$ cat src/hdl/sdspi_pkg.sv
// Shared types, codes and constants of the SD card SPI-mode host engine.
package sdspi_pkg;

    // Default sizes.
    localparam int BLOCK_BYTES_DEF = 512;
    localparam int CSD_BYTES       = 16;
    localparam int RES_Q_DEPTH_DEF = 4;
    localparam int CFG_DATA_W      = 16;
    localparam int CFG_IDX_W       = 3;

    // Input item codes.
    localparam logic [1:0] C_REQ   = 2'd0;
    localparam logic [1:0] C_CARD  = 2'd1;
    localparam logic [1:0] C_WBYTE = 2'd2;

    // Host request codes.
    localparam logic [1:0] RQ_INIT  = 2'd0;
    localparam logic [1:0] RQ_READ  = 2'd1;
    localparam logic [1:0] RQ_WRITE = 2'd2;
    localparam logic [1:0] RQ_CAP   = 2'd3;

    // Result kinds.
    localparam logic [1:0] K_EXCH  = 2'd0;
    localparam logic [1:0] K_RDATA = 2'd1;
    localparam logic [1:0] K_DONE  = 2'd2;
    localparam logic [1:0] K_NEED  = 2'd3;

    // Completion status codes.
    localparam logic [2:0] ST_OK       = 3'd0;
    localparam logic [2:0] ST_R1_ERR   = 3'd1;
    localparam logic [2:0] ST_NO_RESP  = 3'd2;
    localparam logic [2:0] ST_TOKEN_TO = 3'd3;
    localparam logic [2:0] ST_WR_REJ   = 3'd4;
    localparam logic [2:0] ST_BUSY_TO  = 3'd5;
    localparam logic [2:0] ST_UNKNOWN  = 3'd6;

    // Card kinds.
    localparam logic [2:0] CK_NONE = 3'd0;
    localparam logic [2:0] CK_SD1  = 3'd1;
    localparam logic [2:0] CK_MMC  = 3'd2;
    localparam logic [2:0] CK_SD2  = 3'd3;
    localparam logic [2:0] CK_SDHC = 3'd4;

    // Configuration register indexes.
    localparam logic [CFG_IDX_W-1:0] CFG_POLL  = 3'd0;
    localparam logic [CFG_IDX_W-1:0] CFG_IDLE  = 3'd1;
    localparam logic [CFG_IDX_W-1:0] CFG_OPC   = 3'd2;
    localparam logic [CFG_IDX_W-1:0] CFG_TOKEN = 3'd3;
    localparam logic [CFG_IDX_W-1:0] CFG_BUSY  = 3'd4;
    localparam logic [CFG_IDX_W-1:0] CFG_WAKE  = 3'd5;

    // Protocol bytes.
    localparam logic [7:0] B_IDLE   = 8'hFF;
    localparam logic [7:0] B_TOKEN  = 8'hFE;
    localparam logic [7:0] R1_IDLE  = 8'h01;
    localparam logic [7:0] R1_ILL5  = 8'h05;
    localparam logic [7:0] R1_ILL9  = 8'h09;
    localparam logic [4:0] DRESP_OK = 5'h05;

    // Command phases, one-hot.
    typedef enum logic [16:0] {
        PH_IDLE  = 17'h00001, PH_WAKE  = 17'h00002, PH_CMD   = 17'h00004,
        PH_POLL  = 17'h00008, PH_REL   = 17'h00010, PH_R7    = 17'h00020,
        PH_R7REL = 17'h00040, PH_TOKEN = 17'h00080, PH_RDATA = 17'h00100,
        PH_RCRC  = 17'h00200, PH_FIN   = 17'h00400, PH_WPRE  = 17'h00800,
        PH_WNEED = 17'h01000, PH_WDATA = 17'h02000, PH_WCRC  = 17'h04000,
        PH_WRESP = 17'h08000, PH_BUSY  = 17'h10000
    } t_phase;

    // Command in flight.
    typedef enum logic [3:0] {
        W_NONE, W_CMD0, W_CMD8, W_CMD55A, W_ACMD41A, W_CMD1, W_CMD55B,
        W_ACMD41B, W_CMD58, W_CMD17, W_CMD9, W_CMD24
    } t_which;

    // One result beat.
    typedef struct packed {
        logic [1:0]  kind;
        logic [7:0]  tx_byte;
        logic        chip_select;
        logic [7:0]  read_data;
        logic [2:0]  status;
        logic [7:0]  card_r1;
        logic [2:0]  card_kind;
        logic [33:0] capacity_kb;
        logic        last;
    } t_res;

    // Results produced by one input beat.
    typedef struct packed {
        logic [1:0] count;
        t_res       res0;
        t_res       res1;
    } t_res_pair;

endpackage

$ cat src/hdl/sdspi_engine.sv
// Front part: accepts input beats, runs the card protocol and emits result beats.
module sdspi_engine #(
    parameter int BLOCK_BYTES = sdspi_pkg::BLOCK_BYTES_DEF
) (
    input  logic                             i_clk,
    input  logic                             i_rst_n,
    input  logic                             i_valid,
    input  logic [1:0]                       i_cmd,
    input  logic [1:0]                       i_request,
    input  logic [31:0]                      i_block_address,
    input  logic [7:0]                       i_rx_byte,
    input  logic [7:0]                       i_write_byte,
    input  logic                             i_cfg_we,
    input  logic [sdspi_pkg::CFG_IDX_W-1:0]  i_cfg_idx,
    input  logic [sdspi_pkg::CFG_DATA_W-1:0] i_cfg_data,
    output sdspi_pkg::t_res_pair             o_res
);
    import sdspi_pkg::*;

    localparam int BC_W = ($clog2(BLOCK_BYTES + 1) > 9) ? $clog2(BLOCK_BYTES + 1) : 9;
    localparam logic [BC_W-1:0] BLK_N = BC_W'(BLOCK_BYTES);
    localparam logic [BC_W-1:0] CSD_N = BC_W'(CSD_BYTES);

    // Configuration registers.
    logic [7:0]  r_poll_lim;
    logic [9:0]  r_idle_lim;
    logic [15:0] r_opc_lim;
    logic [15:0] r_token_lim;
    logic [15:0] r_busy_lim;
    logic [7:0]  r_wake_cnt;

    always_ff @(posedge i_clk) begin
        if (!i_rst_n) begin
            r_poll_lim  <= 8'd200;
            r_idle_lim  <= 10'd200;
            r_opc_lim   <= 16'd2000;
            r_token_lim <= 16'd4095;
            r_busy_lim  <= 16'd40000;
            r_wake_cnt  <= 8'd11;
        end else if (i_cfg_we) begin
            unique case (i_cfg_idx)
                CFG_POLL:  r_poll_lim  <= i_cfg_data[7:0];
                CFG_IDLE:  r_idle_lim  <= i_cfg_data[9:0];
                CFG_OPC:   r_opc_lim   <= i_cfg_data;
                CFG_TOKEN: r_token_lim <= i_cfg_data;
                CFG_BUSY:  r_busy_lim  <= i_cfg_data;
                CFG_WAKE:  r_wake_cnt  <= i_cfg_data[7:0];
                default: ;
            endcase
        end
    end

    // Protocol state.
    t_phase            r_phase, n_phase;
    t_which            r_which, n_which;
    logic [BC_W-1:0]   r_bc, n_bc;
    logic [15:0]       r_retry, n_retry;
    logic [47:0]       r_frame, n_frame;
    logic [31:0]       r_shift, n_shift;
    logic [2:0]        r_kind, n_kind;
    logic [7:0]        r_last_r, n_last_r;

    // Step-local signals.
    logic [BC_W-1:0] bc_inc;
    logic [16:0]     retry_inc;
    logic            do_start, do_resp, ex_v, ex_cs, rd_v, need_v, done_v;
    t_which          st_which;
    logic [5:0]      st_idx;
    logic [31:0]     st_arg;
    logic [7:0]      st_crc, ex_tx, resp, rd_data;
    logic [2:0]      done_st;
    logic [33:0]     done_cap;
    logic [24:0]     cap_sum;
    t_res            rd_beat, tail_beat;
    logic            is_release;

    assign bc_inc    = r_bc + 1'b1;
    assign retry_inc = {1'b0, r_retry} + 17'd1;
    assign cap_sum   = {1'b0, r_shift[23:0]} + 25'd1;

    always_comb begin
        n_phase  = r_phase;
        n_which  = r_which;
        n_bc     = r_bc;
        n_retry  = r_retry;
        n_frame  = r_frame;
        n_shift  = r_shift;
        n_kind   = r_kind;
        n_last_r = r_last_r;
        do_start = 1'b0;
        do_resp  = 1'b0;
        st_which = W_NONE;
        st_idx   = 6'd0;
        st_arg   = 32'd0;
        st_crc   = 8'd0;
        resp     = 8'd0;
        ex_v     = 1'b0;
        ex_tx    = B_IDLE;
        ex_cs    = 1'b0;
        rd_v     = 1'b0;
        rd_data  = 8'd0;
        need_v   = 1'b0;
        done_v   = 1'b0;
        done_st  = ST_OK;
        done_cap = 34'd0;
        is_release = (r_which == W_CMD0) || (r_which == W_CMD55A) ||
                     (r_which == W_ACMD41A) || (r_which == W_CMD1) ||
                     (r_which == W_CMD55B) || (r_which == W_ACMD41B);

        // Decode the input beat.
        if (i_valid) begin
            unique case (i_cmd)
                C_REQ: begin
                    if (r_phase == PH_IDLE) begin
                        n_retry = 16'd0;
                        n_bc    = '0;
                        unique case (i_request)
                            RQ_INIT: begin
                                n_kind  = CK_NONE;
                                n_which = W_NONE;
                                if (r_wake_cnt == 8'd0) begin
                                    do_start = 1'b1; st_which = W_CMD0;
                                    st_idx = 6'd0; st_crc = 8'h95;
                                end else begin
                                    n_phase = PH_WAKE;
                                    ex_v = 1'b1;
                                end
                            end
                            RQ_READ: begin
                                do_start = 1'b1; st_which = W_CMD17;
                                st_idx = 6'd17; st_arg = i_block_address;
                            end
                            RQ_WRITE: begin
                                do_start = 1'b1; st_which = W_CMD24;
                                st_idx = 6'd24; st_arg = i_block_address;
                            end
                            default: begin
                                do_start = 1'b1; st_which = W_CMD9;
                                st_idx = 6'd9; st_crc = 8'hFF;
                            end
                        endcase
                    end
                end
                C_CARD: begin
                    unique case (r_phase)
                        PH_WAKE: begin
                            n_bc = bc_inc;
                            if (bc_inc < BC_W'(r_wake_cnt)) begin
                                ex_v = 1'b1;
                            end else begin
                                do_start = 1'b1; st_which = W_CMD0;
                                st_idx = 6'd0; st_crc = 8'h95;
                            end
                        end
                        PH_CMD: begin
                            n_bc = bc_inc;
                            if (bc_inc < BC_W'(2)) begin
                                ex_v = 1'b1;
                            end else if (bc_inc < BC_W'(8)) begin
                                ex_v  = 1'b1;
                                ex_cs = 1'b1;
                                case (bc_inc[2:0])
                                    3'd2:    ex_tx = r_frame[47:40];
                                    3'd3:    ex_tx = r_frame[39:32];
                                    3'd4:    ex_tx = r_frame[31:24];
                                    3'd5:    ex_tx = r_frame[23:16];
                                    3'd6:    ex_tx = r_frame[15:8];
                                    default: ex_tx = r_frame[7:0];
                                endcase
                            end else begin
                                n_phase = PH_POLL; n_bc = '0;
                                ex_v = 1'b1; ex_cs = 1'b1;
                            end
                        end
                        PH_POLL: begin
                            if (i_rx_byte != B_IDLE || r_bc >= BC_W'(r_poll_lim)) begin
                                n_last_r = i_rx_byte;
                                if (is_release) begin
                                    n_phase = PH_REL;
                                    ex_v = 1'b1;
                                end else begin
                                    do_resp = 1'b1;
                                    resp    = i_rx_byte;
                                end
                            end else begin
                                n_bc = bc_inc;
                                ex_v = 1'b1; ex_cs = 1'b1;
                            end
                        end
                        PH_REL: begin
                            do_resp = 1'b1;
                            resp    = r_last_r;
                        end
                        PH_R7: begin
                            n_shift = {r_shift[23:0], i_rx_byte};
                            n_bc    = bc_inc;
                            ex_v    = 1'b1;
                            if (bc_inc < BC_W'(4)) ex_cs = 1'b1;
                            else n_phase = PH_R7REL;
                        end
                        PH_R7REL: begin
                            if (r_which == W_CMD58) begin
                                n_kind = r_shift[30] ? CK_SDHC : CK_SD2;
                                done_v = 1'b1;
                            end else if (r_last_r == R1_IDLE) begin
                                n_retry = 16'd0;
                                do_start = 1'b1; st_which = W_CMD55B; st_idx = 6'd55;
                            end else if (r_last_r == R1_ILL5 || r_last_r == R1_ILL9) begin
                                n_retry = 16'd0;
                                do_start = 1'b1; st_which = W_CMD55A; st_idx = 6'd55;
                            end else begin
                                done_v = 1'b1; done_st = ST_UNKNOWN;
                            end
                        end
                        PH_TOKEN: begin
                            if (i_rx_byte == B_TOKEN) begin
                                n_phase = PH_RDATA; n_bc = '0; n_shift = 32'd0;
                                ex_v = 1'b1; ex_cs = 1'b1;
                            end else if (r_retry >= r_token_lim) begin
                                done_v = 1'b1; done_st = ST_TOKEN_TO;
                            end else begin
                                n_retry = retry_inc[15:0];
                                ex_v = 1'b1; ex_cs = 1'b1;
                            end
                        end
                        PH_RDATA: begin
                            rd_v    = 1'b1;
                            rd_data = i_rx_byte;
                            if (r_which == W_CMD9 && r_bc >= BC_W'(7) && r_bc <= BC_W'(9))
                                n_shift = {r_shift[23:0], i_rx_byte};
                            n_bc = bc_inc;
                            ex_v = 1'b1; ex_cs = 1'b1;
                            if (bc_inc >= ((r_which == W_CMD9) ? CSD_N : BLK_N)) begin
                                n_phase = PH_RCRC; n_bc = '0;
                            end
                        end
                        PH_RCRC: begin
                            n_bc = bc_inc;
                            ex_v = 1'b1;
                            if (bc_inc < BC_W'(2)) ex_cs = 1'b1;
                            else n_phase = PH_FIN;
                        end
                        PH_FIN: begin
                            done_v = 1'b1;
                            if (r_which == W_CMD9) done_cap = {cap_sum, 9'd0};
                        end
                        PH_WPRE: begin
                            n_bc = bc_inc;
                            if (bc_inc < BC_W'(3)) begin
                                ex_v = 1'b1; ex_cs = 1'b1;
                            end else if (bc_inc == BC_W'(3)) begin
                                ex_v = 1'b1; ex_cs = 1'b1; ex_tx = B_TOKEN;
                            end else begin
                                n_phase = PH_WNEED; n_bc = '0; need_v = 1'b1;
                            end
                        end
                        PH_WDATA: begin
                            n_bc = bc_inc;
                            if (bc_inc < BLK_N) begin
                                n_phase = PH_WNEED; need_v = 1'b1;
                            end else begin
                                n_phase = PH_WCRC; n_bc = '0;
                                ex_v = 1'b1; ex_cs = 1'b1;
                            end
                        end
                        PH_WCRC: begin
                            n_bc = bc_inc;
                            ex_v = 1'b1; ex_cs = 1'b1;
                            if (bc_inc >= BC_W'(2)) n_phase = PH_WRESP;
                        end
                        PH_WRESP: begin
                            n_last_r = i_rx_byte;
                            if (i_rx_byte[4:0] != DRESP_OK) begin
                                done_v = 1'b1; done_st = ST_WR_REJ;
                            end else begin
                                n_phase = PH_BUSY; n_retry = 16'd0;
                                ex_v = 1'b1; ex_cs = 1'b1;
                            end
                        end
                        PH_BUSY: begin
                            if (i_rx_byte != 8'd0) begin
                                n_phase = PH_FIN;
                                ex_v = 1'b1;
                            end else if (r_retry >= r_busy_lim) begin
                                done_v = 1'b1; done_st = ST_BUSY_TO;
                            end else begin
                                n_retry = retry_inc[15:0];
                                ex_v = 1'b1; ex_cs = 1'b1;
                            end
                        end
                        default: ;
                    endcase
                end
                C_WBYTE: begin
                    if (r_phase == PH_WNEED) begin
                        n_phase = PH_WDATA;
                        ex_v = 1'b1; ex_cs = 1'b1; ex_tx = i_write_byte;
                    end
                end
                default: ;
            endcase
        end

        // Command response handling.
        if (do_resp) begin
            unique case (r_which)
                W_CMD0: begin
                    if (resp == R1_IDLE) begin
                        do_start = 1'b1; st_which = W_CMD8; st_idx = 6'd8;
                        st_arg = 32'h1AA; st_crc = 8'h87;
                    end else begin
                        n_retry = retry_inc[15:0];
                        if (retry_inc >= {7'd0, r_idle_lim}) begin
                            done_v = 1'b1;
                            done_st = (resp == B_IDLE) ? ST_NO_RESP : ST_R1_ERR;
                        end else begin
                            do_start = 1'b1; st_which = W_CMD0; st_crc = 8'h95;
                        end
                    end
                end
                W_CMD8: begin
                    ex_v = 1'b1;
                    if (resp == R1_IDLE) begin
                        n_phase = PH_R7; n_bc = '0; n_shift = 32'd0; ex_cs = 1'b1;
                    end else begin
                        n_phase = PH_R7REL;
                    end
                end
                W_CMD55A: begin
                    do_start = 1'b1; st_which = W_ACMD41A; st_idx = 6'd41;
                end
                W_ACMD41A: begin
                    if (resp == 8'd0) begin
                        n_kind = CK_SD1; done_v = 1'b1;
                    end else begin
                        n_retry = retry_inc[15:0];
                        do_start = 1'b1;
                        if (retry_inc >= {1'b0, r_opc_lim}) begin
                            n_retry = 16'd0; st_which = W_CMD1; st_idx = 6'd1;
                        end else begin
                            st_which = W_CMD55A; st_idx = 6'd55;
                        end
                    end
                end
                W_CMD1, W_ACMD41B: begin
                    if (resp == 8'd0) begin
                        if (r_which == W_CMD1) begin
                            n_kind = CK_MMC; done_v = 1'b1;
                        end else begin
                            do_start = 1'b1; st_which = W_CMD58; st_idx = 6'd58;
                        end
                    end else begin
                        n_retry = retry_inc[15:0];
                        if (retry_inc >= {1'b0, r_opc_lim}) begin
                            done_v = 1'b1;
                            done_st = (resp == B_IDLE) ? ST_NO_RESP : ST_R1_ERR;
                        end else if (r_which == W_CMD1) begin
                            do_start = 1'b1; st_which = W_CMD1; st_idx = 6'd1;
                        end else begin
                            do_start = 1'b1; st_which = W_CMD55B; st_idx = 6'd55;
                        end
                    end
                end
                W_CMD55B: begin
                    do_start = 1'b1; st_which = W_ACMD41B; st_idx = 6'd41;
                    st_arg = 32'h4000_0000;
                end
                W_CMD58, W_CMD17, W_CMD9, W_CMD24: begin
                    if (resp != 8'd0) begin
                        done_v = 1'b1;
                        done_st = (resp == B_IDLE) ? ST_NO_RESP : ST_R1_ERR;
                    end else begin
                        ex_v = 1'b1; ex_cs = 1'b1;
                        if (r_which == W_CMD58) begin
                            n_phase = PH_R7; n_bc = '0; n_shift = 32'd0;
                        end else if (r_which == W_CMD24) begin
                            n_phase = PH_WPRE; n_bc = '0;
                        end else begin
                            n_phase = PH_TOKEN; n_retry = 16'd0;
                        end
                    end
                end
                default: begin
                    done_v = 1'b1; done_st = ST_R1_ERR;
                end
            endcase
        end

        // Command start: load the frame and send the first idle byte deselected.
        if (do_start) begin
            n_which = st_which;
            n_frame = {2'b01, st_idx, st_arg, st_crc};
            n_phase = PH_CMD;
            n_bc    = '0;
            ex_v    = 1'b1;
            ex_cs   = 1'b0;
            ex_tx   = B_IDLE;
        end
        if (done_v) n_phase = PH_IDLE;
    end

    // Assemble the result beats of this step.
    always_comb begin
        rd_beat             = '0;
        rd_beat.kind        = K_RDATA;
        rd_beat.read_data   = rd_data;
        rd_beat.card_r1     = n_last_r;
        rd_beat.card_kind   = n_kind;
        tail_beat           = '0;
        tail_beat.card_r1   = n_last_r;
        tail_beat.card_kind = n_kind;
        tail_beat.last      = 1'b1;
        if (done_v) begin
            tail_beat.kind        = K_DONE;
            tail_beat.status      = done_st;
            tail_beat.capacity_kb = done_cap;
        end else if (need_v) begin
            tail_beat.kind = K_NEED;
        end else begin
            tail_beat.kind        = K_EXCH;
            tail_beat.tx_byte     = ex_tx;
            tail_beat.chip_select = ex_cs;
        end
        o_res = '0;
        if (rd_v) begin
            o_res.res0  = rd_beat;
            o_res.res1  = tail_beat;
            o_res.count = 2'd2;
        end else if (ex_v || need_v || done_v) begin
            o_res.res0  = tail_beat;
            o_res.count = 2'd1;
        end
    end

    always_ff @(posedge i_clk) begin
        if (!i_rst_n) begin
            r_phase  <= PH_IDLE;
            r_which  <= W_NONE;
            r_bc     <= '0;
            r_retry  <= 16'd0;
            r_shift  <= 32'd0;
            r_kind   <= CK_NONE;
            r_last_r <= 8'hFF;
        end else begin
            r_phase  <= n_phase;
            r_which  <= n_which;
            r_bc     <= n_bc;
            r_retry  <= n_retry;
            r_shift  <= n_shift;
            r_kind   <= n_kind;
            r_last_r <= n_last_r;
        end
    end

    // The command frame is always loaded before it is sent.
    always_ff @(posedge i_clk) begin
        r_frame <= n_frame;
    end

    // A step that reads a data byte always follows it with an exchange.
    a_rd_pair: assert property (@(posedge i_clk) disable iff (!i_rst_n)
        (o_res.count == 2'd2) |-> (o_res.res1.kind == K_EXCH))
        else $error("data byte without following exchange");

    // A completion always returns the engine to idle.
    a_done_idle: assert property (@(posedge i_clk) disable iff (!i_rst_n)
        (o_res.count == 2'd1 && o_res.res0.kind == K_DONE) |=> (r_phase == PH_IDLE))
        else $error("completion left engine busy");

    // Write data is only requested when the next step waits for it.
    a_need_wait: assert property (@(posedge i_clk) disable iff (!i_rst_n)
        (o_res.count == 2'd1 && o_res.res0.kind == K_NEED) |=> (r_phase == PH_WNEED))
        else $error("write byte requested outside the wait phase");

endmodule

$ cat src/hdl/sdspi_res_fifo.sv
// Back part: result queue taking up to two beats per cycle and delivering one.
module sdspi_res_fifo #(
    parameter int DEPTH = sdspi_pkg::RES_Q_DEPTH_DEF
) (
    input  logic                 i_clk,
    input  logic                 i_rst_n,
    input  sdspi_pkg::t_res_pair i_res,
    input  logic                 i_pop,
    output logic                 o_full,
    output logic                 o_empty,
    output sdspi_pkg::t_res      o_head
);
    import sdspi_pkg::*;

    localparam int AW = $clog2(DEPTH);
    localparam int CW = $clog2(DEPTH + 1);

    t_res           r_mem [DEPTH];
    logic [AW-1:0]  r_wr, r_rd;
    logic [CW-1:0]  r_count;
    logic           pop_ok;
    logic [AW-1:0]  wr1;

    assign o_empty = (r_count == '0);
    assign o_full  = (r_count > CW'(DEPTH - 2));
    assign pop_ok  = i_pop && !o_empty;
    assign o_head  = r_mem[r_rd];
    assign wr1     = (r_wr == AW'(DEPTH - 1)) ? '0 : r_wr + 1'b1;

    // Pointer and fill-level bookkeeping.
    always_ff @(posedge i_clk) begin
        if (!i_rst_n) begin
            r_wr    <= '0;
            r_rd    <= '0;
            r_count <= '0;
        end else begin
            if (i_res.count == 2'd1) r_wr <= wr1;
            else if (i_res.count == 2'd2)
                r_wr <= (wr1 == AW'(DEPTH - 1)) ? '0 : wr1 + 1'b1;
            if (pop_ok) r_rd <= (r_rd == AW'(DEPTH - 1)) ? '0 : r_rd + 1'b1;
            r_count <= r_count + CW'(i_res.count) - CW'(pop_ok);
        end
    end

    // Entry storage.
    always_ff @(posedge i_clk) begin
        if (i_res.count != 2'd0) r_mem[r_wr] <= i_res.res0;
        if (i_res.count == 2'd2) r_mem[wr1]  <= i_res.res1;
    end

    a_no_overflow: assert property (@(posedge i_clk) disable iff (!i_rst_n)
        r_count <= CW'(DEPTH))
        else $error("result queue overflow");

    a_room_pair: assert property (@(posedge i_clk) disable iff (!i_rst_n)
        (i_res.count != 2'd0) |-> (r_count <= CW'(DEPTH - 2)))
        else $error("results written without room");

    a_pop_drop: assert property (@(posedge i_clk) disable iff (!i_rst_n)
        (pop_ok && i_res.count == 2'd0) |=> (r_count == $past(r_count) - 1'b1))
        else $error("pop did not lower the fill level");

endmodule

$ cat src/hdl/sd_spi_mode_host_engine_core.sv
// Top level of the SD card SPI-mode host engine.
//
//  Channel   Handshake            Beat contents
//  --------  -------------------  -----------------------------------------------
//  input     push / full          cmd, request, block_address, rx_byte, write_byte
//  result    empty / pop          kind, tx_byte, chip_select, read_data, status,
//                                 card_r1, card_kind, capacity_kb, last
//  config    i_cfg_we             i_cfg_idx, i_cfg_data (six limit registers)
//
// The protocol step is decided in the accepting cycle, and its one or two results are
// written into a four-entry result queue at that same edge, so a result can be popped
// at the next edge. full rises while the queue has fewer than two free entries. A step
// that reads a data byte gives two results while pop takes one, so even with pop
// held high full stalls a block read; every other step runs one beat per cycle.
// Reset is synchronous and active low; it restores the limit registers to defaults.
module sd_spi_mode_host_engine_core #(
    parameter int BLOCK_BYTES = sdspi_pkg::BLOCK_BYTES_DEF,
    parameter int RES_Q_DEPTH = sdspi_pkg::RES_Q_DEPTH_DEF
) (
    input  logic                             i_clk,
    input  logic                             i_rst_n,
    input  logic                             push,
    output logic                             full,
    input  logic [1:0]                       i_cmd,
    input  logic [1:0]                       i_request,
    input  logic [31:0]                      i_block_address,
    input  logic [7:0]                       i_rx_byte,
    input  logic [7:0]                       i_write_byte,
    output logic                             empty,
    input  logic                             pop,
    output logic [1:0]                       o_kind,
    output logic [7:0]                       o_tx_byte,
    output logic                             o_chip_select,
    output logic [7:0]                       o_read_data,
    output logic [2:0]                       o_status,
    output logic [7:0]                       o_card_r1,
    output logic [2:0]                       o_card_kind,
    output logic [33:0]                      o_capacity_kb,
    output logic                             o_last,
    input  logic                             i_cfg_we,
    input  logic [sdspi_pkg::CFG_IDX_W-1:0]  i_cfg_idx,
    input  logic [sdspi_pkg::CFG_DATA_W-1:0] i_cfg_data
);
    import sdspi_pkg::*;

    t_res_pair res;
    t_res      head;
    logic      accept;

    assign accept = push && !full;

    // Protocol engine.
    sdspi_engine #(.BLOCK_BYTES(BLOCK_BYTES)) u_engine (
        .i_clk           (i_clk),
        .i_rst_n         (i_rst_n),
        .i_valid         (accept),
        .i_cmd           (i_cmd),
        .i_request       (i_request),
        .i_block_address (i_block_address),
        .i_rx_byte       (i_rx_byte),
        .i_write_byte    (i_write_byte),
        .i_cfg_we        (i_cfg_we),
        .i_cfg_idx       (i_cfg_idx),
        .i_cfg_data      (i_cfg_data),
        .o_res           (res)
    );

    // Result queue.
    sdspi_res_fifo #(.DEPTH(RES_Q_DEPTH)) u_res_fifo (
        .i_clk   (i_clk),
        .i_rst_n (i_rst_n),
        .i_res   (res),
        .i_pop   (pop),
        .o_full  (full),
        .o_empty (empty),
        .o_head  (head)
    );

    // Result fields.
    assign o_kind        = head.kind;
    assign o_tx_byte     = head.tx_byte;
    assign o_chip_select = head.chip_select;
    assign o_read_data   = head.read_data;
    assign o_status      = head.status;
    assign o_card_r1     = head.card_r1;
    assign o_card_kind   = head.card_kind;
    assign o_capacity_kb = head.capacity_kb;
    assign o_last        = head.last;

endmodule
$ cat config.mk
export PLATFORM = sky130hd
export DESIGN_NAME = sd_spi_mode_host_engine_core
export DESIGN_NICKNAME = d
export VERILOG_FILES = /design/src/hdl/sdspi_pkg.sv /design/src/hdl/sdspi_engine.sv /design/src/hdl/sdspi_res_fifo.sv /design/src/hdl/sd_spi_mode_host_engine_core.sv
export SDC_FILE = /design/constraint.sdc
export NUM_CORES = 1
export LEC_CHECK = 0
export ABC_AREA = 0
export BUFFER_PORTS_ARGS = -buffer_cell sky130_fd_sc_hd__buf_2
export CAP_MARGIN = 20
export CORE_AREA = 2 2 221 223
export CTS_CLUSTER_SIZE = 28
export DETAILED_ROUTE_END_ITERATION = 8
export DIE_AREA = 0 0 223 225
export PLACE_DENSITY = 0.76
export SETUP_SLACK_MARGIN = 0.3
export SKIP_CTS_REPAIR_TIMING = 1
export SLEW_MARGIN = 10
export SYNTH_ARGS = -nofsm -noshare
export SYNTH_HDL_FRONTEND = slang
export SYNTH_SLANG_ARGS = --single-unit
$ cat constraint.sdc
create_clock -name i_clk -period 15.8 [get_ports i_clk]
set_clock_uncertainty 0.1 [all_clocks]
set_input_delay 0.79 -clock i_clk [delete_from_list [all_inputs] [get_ports i_clk]]
set_output_delay 0.79 -clock i_clk [all_outputs]
set_load 0.02 [all_outputs]
# Word level (Yosys, flattened, before mapping)
# Memory sizes are Yosys's and may differ from the RTL's. A register that Yosys moved wholly into a read port is not among the register bits.
# Index checks and enable logic that the tools add are counted.
# Widths: inputs -> output; s select.
[word_totals]
regBits = 217
latch_bits = 0
mem_bits_rw = 272
rom_bits = 0
inputBits = 76
output_inout_bits = 70
elab_cells = 450
memories = 1
[memory_table]
columns = ["memory", "words", "width", "rd", "rd_ports_with_merged_regs", "write_ports", "line_no", "source"]
rows = [
  ["u_res_fifo.r_mem", 4, 68, 1, 1, 2, "sdspi_res_fifo.sv:18", "t_res r_mem [DEPTH];"],
]
[classes]
addsub = 8
n_mul = 0
div_mod_pow = 0
order_cmp = 16
eq_ne = 56
shifts = 0
n_mux = 302
bitwise = 1
n_reduce_logical = 48
[op_table]
columns = ["op", "n"]
rows = [
  ["$mux 32", 14],
  ["$mux 17", 21],
  ["$mux 16", 18],
  ["$mux 8", 25],
  ["$pmux 17 s11", 1],
  ["$mux 34", 5],
  ["$mux 10", 16],
  ["$pmux 16 s4", 2],
  ["$pmux 32 s2", 2],
  ["$pmux 32 s3", 1],
  ["$pmux 8 s2", 6],
  ["$mux 3", 28],
  ["$mux 6", 14],
  ["$mux 1", 81],
  ["$mux 70", 1],
  ["$pmux 10 s7", 1],
  ["$mux 69", 1],
  ["$mux 68", 1],
  ["$mux 4", 16],
  ["$pmux 17 s3", 1],
  ["$pmux 10 s2", 2],
  ["$pmux 8 s5", 1],
  ["$pmux 17 s2", 1],
  ["$ge 16x16->1", 2],
  ["87 further kinds", 170],
]

# Logic depth before layout (Yosys ltp)
[depth]
ltp_word = 23
mapped_depth = 22
ltp_nobuf = 21

# By module
# From an unflattened synthesis, not the netlist that was laid out.
[unflattened]
cells_unflattened = 2606
area_unflattened_um2 = 28282.1
[modules_own_cells]
columns = ["module", "instances", "cells_per_inst", "area_per_inst_um2", "seq_area_each_um2"]
rows = [
  ["sdspi_engine", 1, 1877, 14470.1, 4404.2],
  ["sdspi_res_fifo", 1, 728, 13798.2, 8348.0],
  ["sd_spi_mode_host_engine_core", 1, 1, 13.8, 0.0],
]

# Least setup slack after synthesis
# No wires, ideal clock.
[synth_path]
path_kind = "register to register"
startpoint = "register u_engine.r_phase[13]"
endpoint = "memory u_res_fifo.r_mem[2][0] (netlist name), enable pin"
setup_time_ns = 0.405
t_arrival_ns = 4.586
required_time_ns = 15.295
slack_ns = 10.709
stages_incl_launch_ff = 15
path_buffers = 3
synth_period_minus_slack_ns = 5.091
path_cell_list = "dfxtp_1 -> or4_4 -> or4_4 -> or2_1 -> buf_2 -> o41a_1 -> and4_4 -> and2_1 -> buf_2 -> nor4_1 -> o41ai_4 -> nand4_4 -> o21ai_1 -> buf_2 -> inv_1"
[synth_rtl]
columns = ["element", "line_no", "source"]
rows = [
  ["from (decl)", "sdspi_engine.sv:54", "t_phase r_phase, n_phase;"],
  ["from (signal assigned)", "sdspi_engine.sv:445", "r_phase <= n_phase;"],
  ["to (decl)", "sdspi_res_fifo.sv:18", ""],
]

==> flow_metrics.env <==
export IMPL_nFillCells=4072
export IMPL_synth_yosys_seq_area_share_pct=47.9
export IMPL_clock_latency_ns=0.62
export IMPL_rr_endpoint="u_res_fifo.r_mem[1][60]"
export IMPL_r2r_start="u_engine.r_bc[0]"
export IMPL_grt_pass1_wl_mm=109
export IMPL_fp_dieArea_um2=50200
export IMPL_via_per_inst=6.13
export IMPL_relSlewSlack_pct=23.6
export IMPL_ys_seq_elements=444
export IMPL_cts_buffer_depth=3
export IMPL_cp_start_kind="flip-flop"
export IMPL_ys_warn_count=0
export IMPL_yosys_area_top_type_share_pct=31.2
export IMPL_p_int_mw=1.99
export IMPL_power_share_sequential_pct=46.2
export IMPL_wl_mm=71.0
export IMPL_final_util_pct=55.1
export IMPL_clk_pin_slew_worst_paths_ns=0.06
export IMPL_pwr_share_clk_pct=41.1
export IMPL_netlist_instances=2463
export IMPL_fmax_mhz=158
export IMPL_synth_edf_count=246
export IMPL_syn_to_final_growth_pct=10.5
export IMPL_yosys_top_cells_area="edfxtp_1 (31%), dfxtp_1 (17%), mux4_2 (5.6%)"
export IMPL_setup_ws_ns=9.45
export IMPL_fin_nets=2698
export IMPL_hp_class="primary input to flip-flop"
export IMPL_grt_max_degree=60
export IMPL_wire_per_inst_um=22.3
export IMPL_finalCritPeriodShare_pct=40.2
export IMPL_switching_share_pct=26.4
export IMPL_clockRootBuffer="clkbuf_16"
export IMPL_initial_utilization_pct=49.9
export IMPL_numClockSinks=444
export IMPL_switchingPower_mw=0.714
export IMPL_preCtsSetupSlack_ns=9.59
export IMPL_status="completed"
export IMPL_hpwl_mm=50.5
export IMPL_synth_most_common_cell="nand2_1"
export IMPL_cts_tree="built"
export IMPL_synth_common_cells="nand2_1 (345), nor2_1 (308), edfxtp_1 (246)"
export IMPL_coreArea_um2=47500
export IMPL_timing_setup_tns_ns=0
export IMPL_hold_viol=0
export IMPL_cts_made_buffers=46
export IMPL_critical_path_arrival_ns=6.57
export IMPL_setup_viol=0
export IMPL_tightest_slew_ns=1.13
export IMPL_rsz0062_at_grt="no"
export IMPL_path_class="flip-flop to flip-flop"
export IMPL_firstDrtPassIters=6
export IMPL_required_ns=16.02
export IMPL_drv_slew=0
export IMPL_yosys_area_top_type="edfxtp_1"
export IMPL_crit_path_end_kind="flip-flop"
export IMPL_syn_area_um2=23700
export IMPL_synth_top_flop_cell="edfxtp_1"
export IMPL_htree_num_levels=2
export IMPL_drive_gt1_share_pct=13.1
export IMPL_period_minus_slack_ns=6.35
export IMPL_drc=0
export IMPL_port_buffers=136
export IMPL_hold_start="i_cfg_data[13]"
export IMPL_yosysUniqueCellTypes=91
export IMPL_ant_nets=0
export IMPL_grt_use_total_pct=28.1
export IMPL_rows=80
export IMPL_leakagePower_nw=9.59
export IMPL_ff2ff_path_depth=14
export IMPL_dr_total_vias=19500
export IMPL_gp_congestion=1.10
export IMPL_drt_iter0_markers=2273
export IMPL_critical_path_max_fanout=28
export IMPL_powerDensity_nw_per_um2=103
export IMPL_die_width_um=223
export IMPL_avgSynthCellArea_um2=9.63
export IMPL_maxCapViolations=0
export IMPL_p_comb_share_pct=12.7
export IMPL_vdd_drop_max_mv=0.0674
export IMPL_ff2ff_setup_slack_ns=9.45
export IMPL_antenna_found_initial=2
export IMPL_holdPathStages=3
export IMPL_dieHeight_um=225
export IMPL_hold_end="u_engine.r_busy_lim[13]"
export IMPL_ios=146
export IMPL_grt_overflow_total=0
export IMPL_grt_pass1_vias=18700
export IMPL_synthArstFlopShare_pct=0
## layout by cell type, fill, tap and decap left out, types with 66 or more instances in the layout
master	instances
dfxtp_1	196
a21oi_1	185
nand3_1	66
buf_2	136
ha_1	97
nor2_1	308
edfxtp_1	246
nand2_1	341
o21ai_0	75
inv_1	108
## registers in the layout, indices dropped and copies added, names as in the netlist, named ones only
| register | flops |
|---|---|
| u_engine.r_idle_lim | 10 |
| u_res_fifo.r_count | 3 |
| u_engine.r_retry | 16 |
| u_engine.r_opc_lim | 16 |
| u_res_fifo.r_wr | 2 |
| u_engine.r_bc | 10 |
| u_engine.r_kind | 3 |
| u_res_fifo.r_mem | 236 |
| u_engine.r_busy_lim | 16 |
| u_res_fifo.r_rd | 2 |
| u_engine.r_poll_lim | 8 |
| u_engine.r_last_r | 8 |
| u_engine.r_phase | 17 |
| u_engine.r_shift | 25 |
| u_engine.r_token_lim | 16 |
| u_engine.r_frame | 42 |
| u_engine.r_which | 4 |
| u_engine.r_wake_cnt | 8 |
## worst max path at each step
| stage | startpoint | to | depth (start not counted) |
|---|---|---|---|
| 6_report | u_engine.r_bc[0] | u_res_fifo.r_mem[1][60] | 14 |
| 5_1_grt | u_engine.r_bc[0] | u_res_fifo.r_mem[1][60] | 14 |
| 4_1_cts | u_engine.r_bc[0] | u_res_fifo.r_mem[1][60] | 14 |
| 3_5_place_dp | i_cmd[1] | u_res_fifo.r_mem[1][29] | 15 |
| 3_3_place_gp | i_cmd[1] | u_res_fifo.r_mem[1][29] | 15 |
| 2_1_floorplan | u_engine.r_phase[13] | u_res_fifo.r_mem[2][0] | 14 |
## layout make-up
class                      count  area [um2]  area share (%)
sequential                   444       11400            43.3
multi-input combinational   1755       11200            42.9
clock buffer                  62        1280            4.89
timing repair buffer         160         861            3.28
tap                          615         769            2.94
inverter                     117         439            1.68
clock inverter                23         256           0.979
antenna                        3        7.51          0.0286
## metrics by stage
step / std cells / power (mW) / hold WS, ns / area, um2
final: 3179 / 2.70 / 0.344 / 26200
after global routing: 3177 / 2.78 / 0.357 / 26200
after CTS: 3176 / 2.71 / 0.328 / 26200
after detailed placement: 3091 / 1.61 / 0.347 / 24700
after global placement: 3090 / 1.61 / 0.345 / 24700
after floorplan: 2471 / 1.50 / 0.336 / 23700
## worst max-delay path, stage by stage, from the launching register on
cell and delay [ns]:
dfxtp_1 0.59, inv_1 0.18, ha_1 0.31, nand2b_1 0.09, a211oi_1 0.15, o311ai_1 0.83, a21oi_1 0.17, or3_1 0.37
a2111oi_0 0.42, o211ai_1 0.22, a311oi_4 0.54, nand4_4 0.23, a22oi_2 0.88, inv_2 0.54, buf_4 0.42
## power by group through the flow
stage	logic [mW]	clock network, mW	registers [mW]
final	0.342	1.11	1.25
after floorplan	0.237	0	1.26
after detailed placement	0.342	0	1.27
after global placement	0.339	0	1.27
after CTS	0.343	1.12	1.25
after global routing	0.367	1.16	1.25
## per-layer routing
| metal | up-vias | routed length, um | global-route usage [%] |
|---|---|---|---|
| li1 | 8956 | - | - |
| met1 | 9355 | 28700 | 37.0 |
| met2 | 993 | 32800 | 45.6 |
| met3 | 194 | 6470 | 5.53 |
| met4 | 0 | 3010 | 11.5 |
| met5 | - | 0 | 0 |
## kinds of logic after synthesis
kind of cell / synth area share [%]
XOR/XNOR: 1.81
AND/OR/NAND/NOR: 19.7
multiplexers: 6.07
AO/OA/AOI/OAI: 14.4
adder cells (fa/ha/maj): 5.25
flip-flops: 47.9
other: 0.0158
buffers and inverters: 4.89
Note: power is estimated with default switching activity, not from simulation.
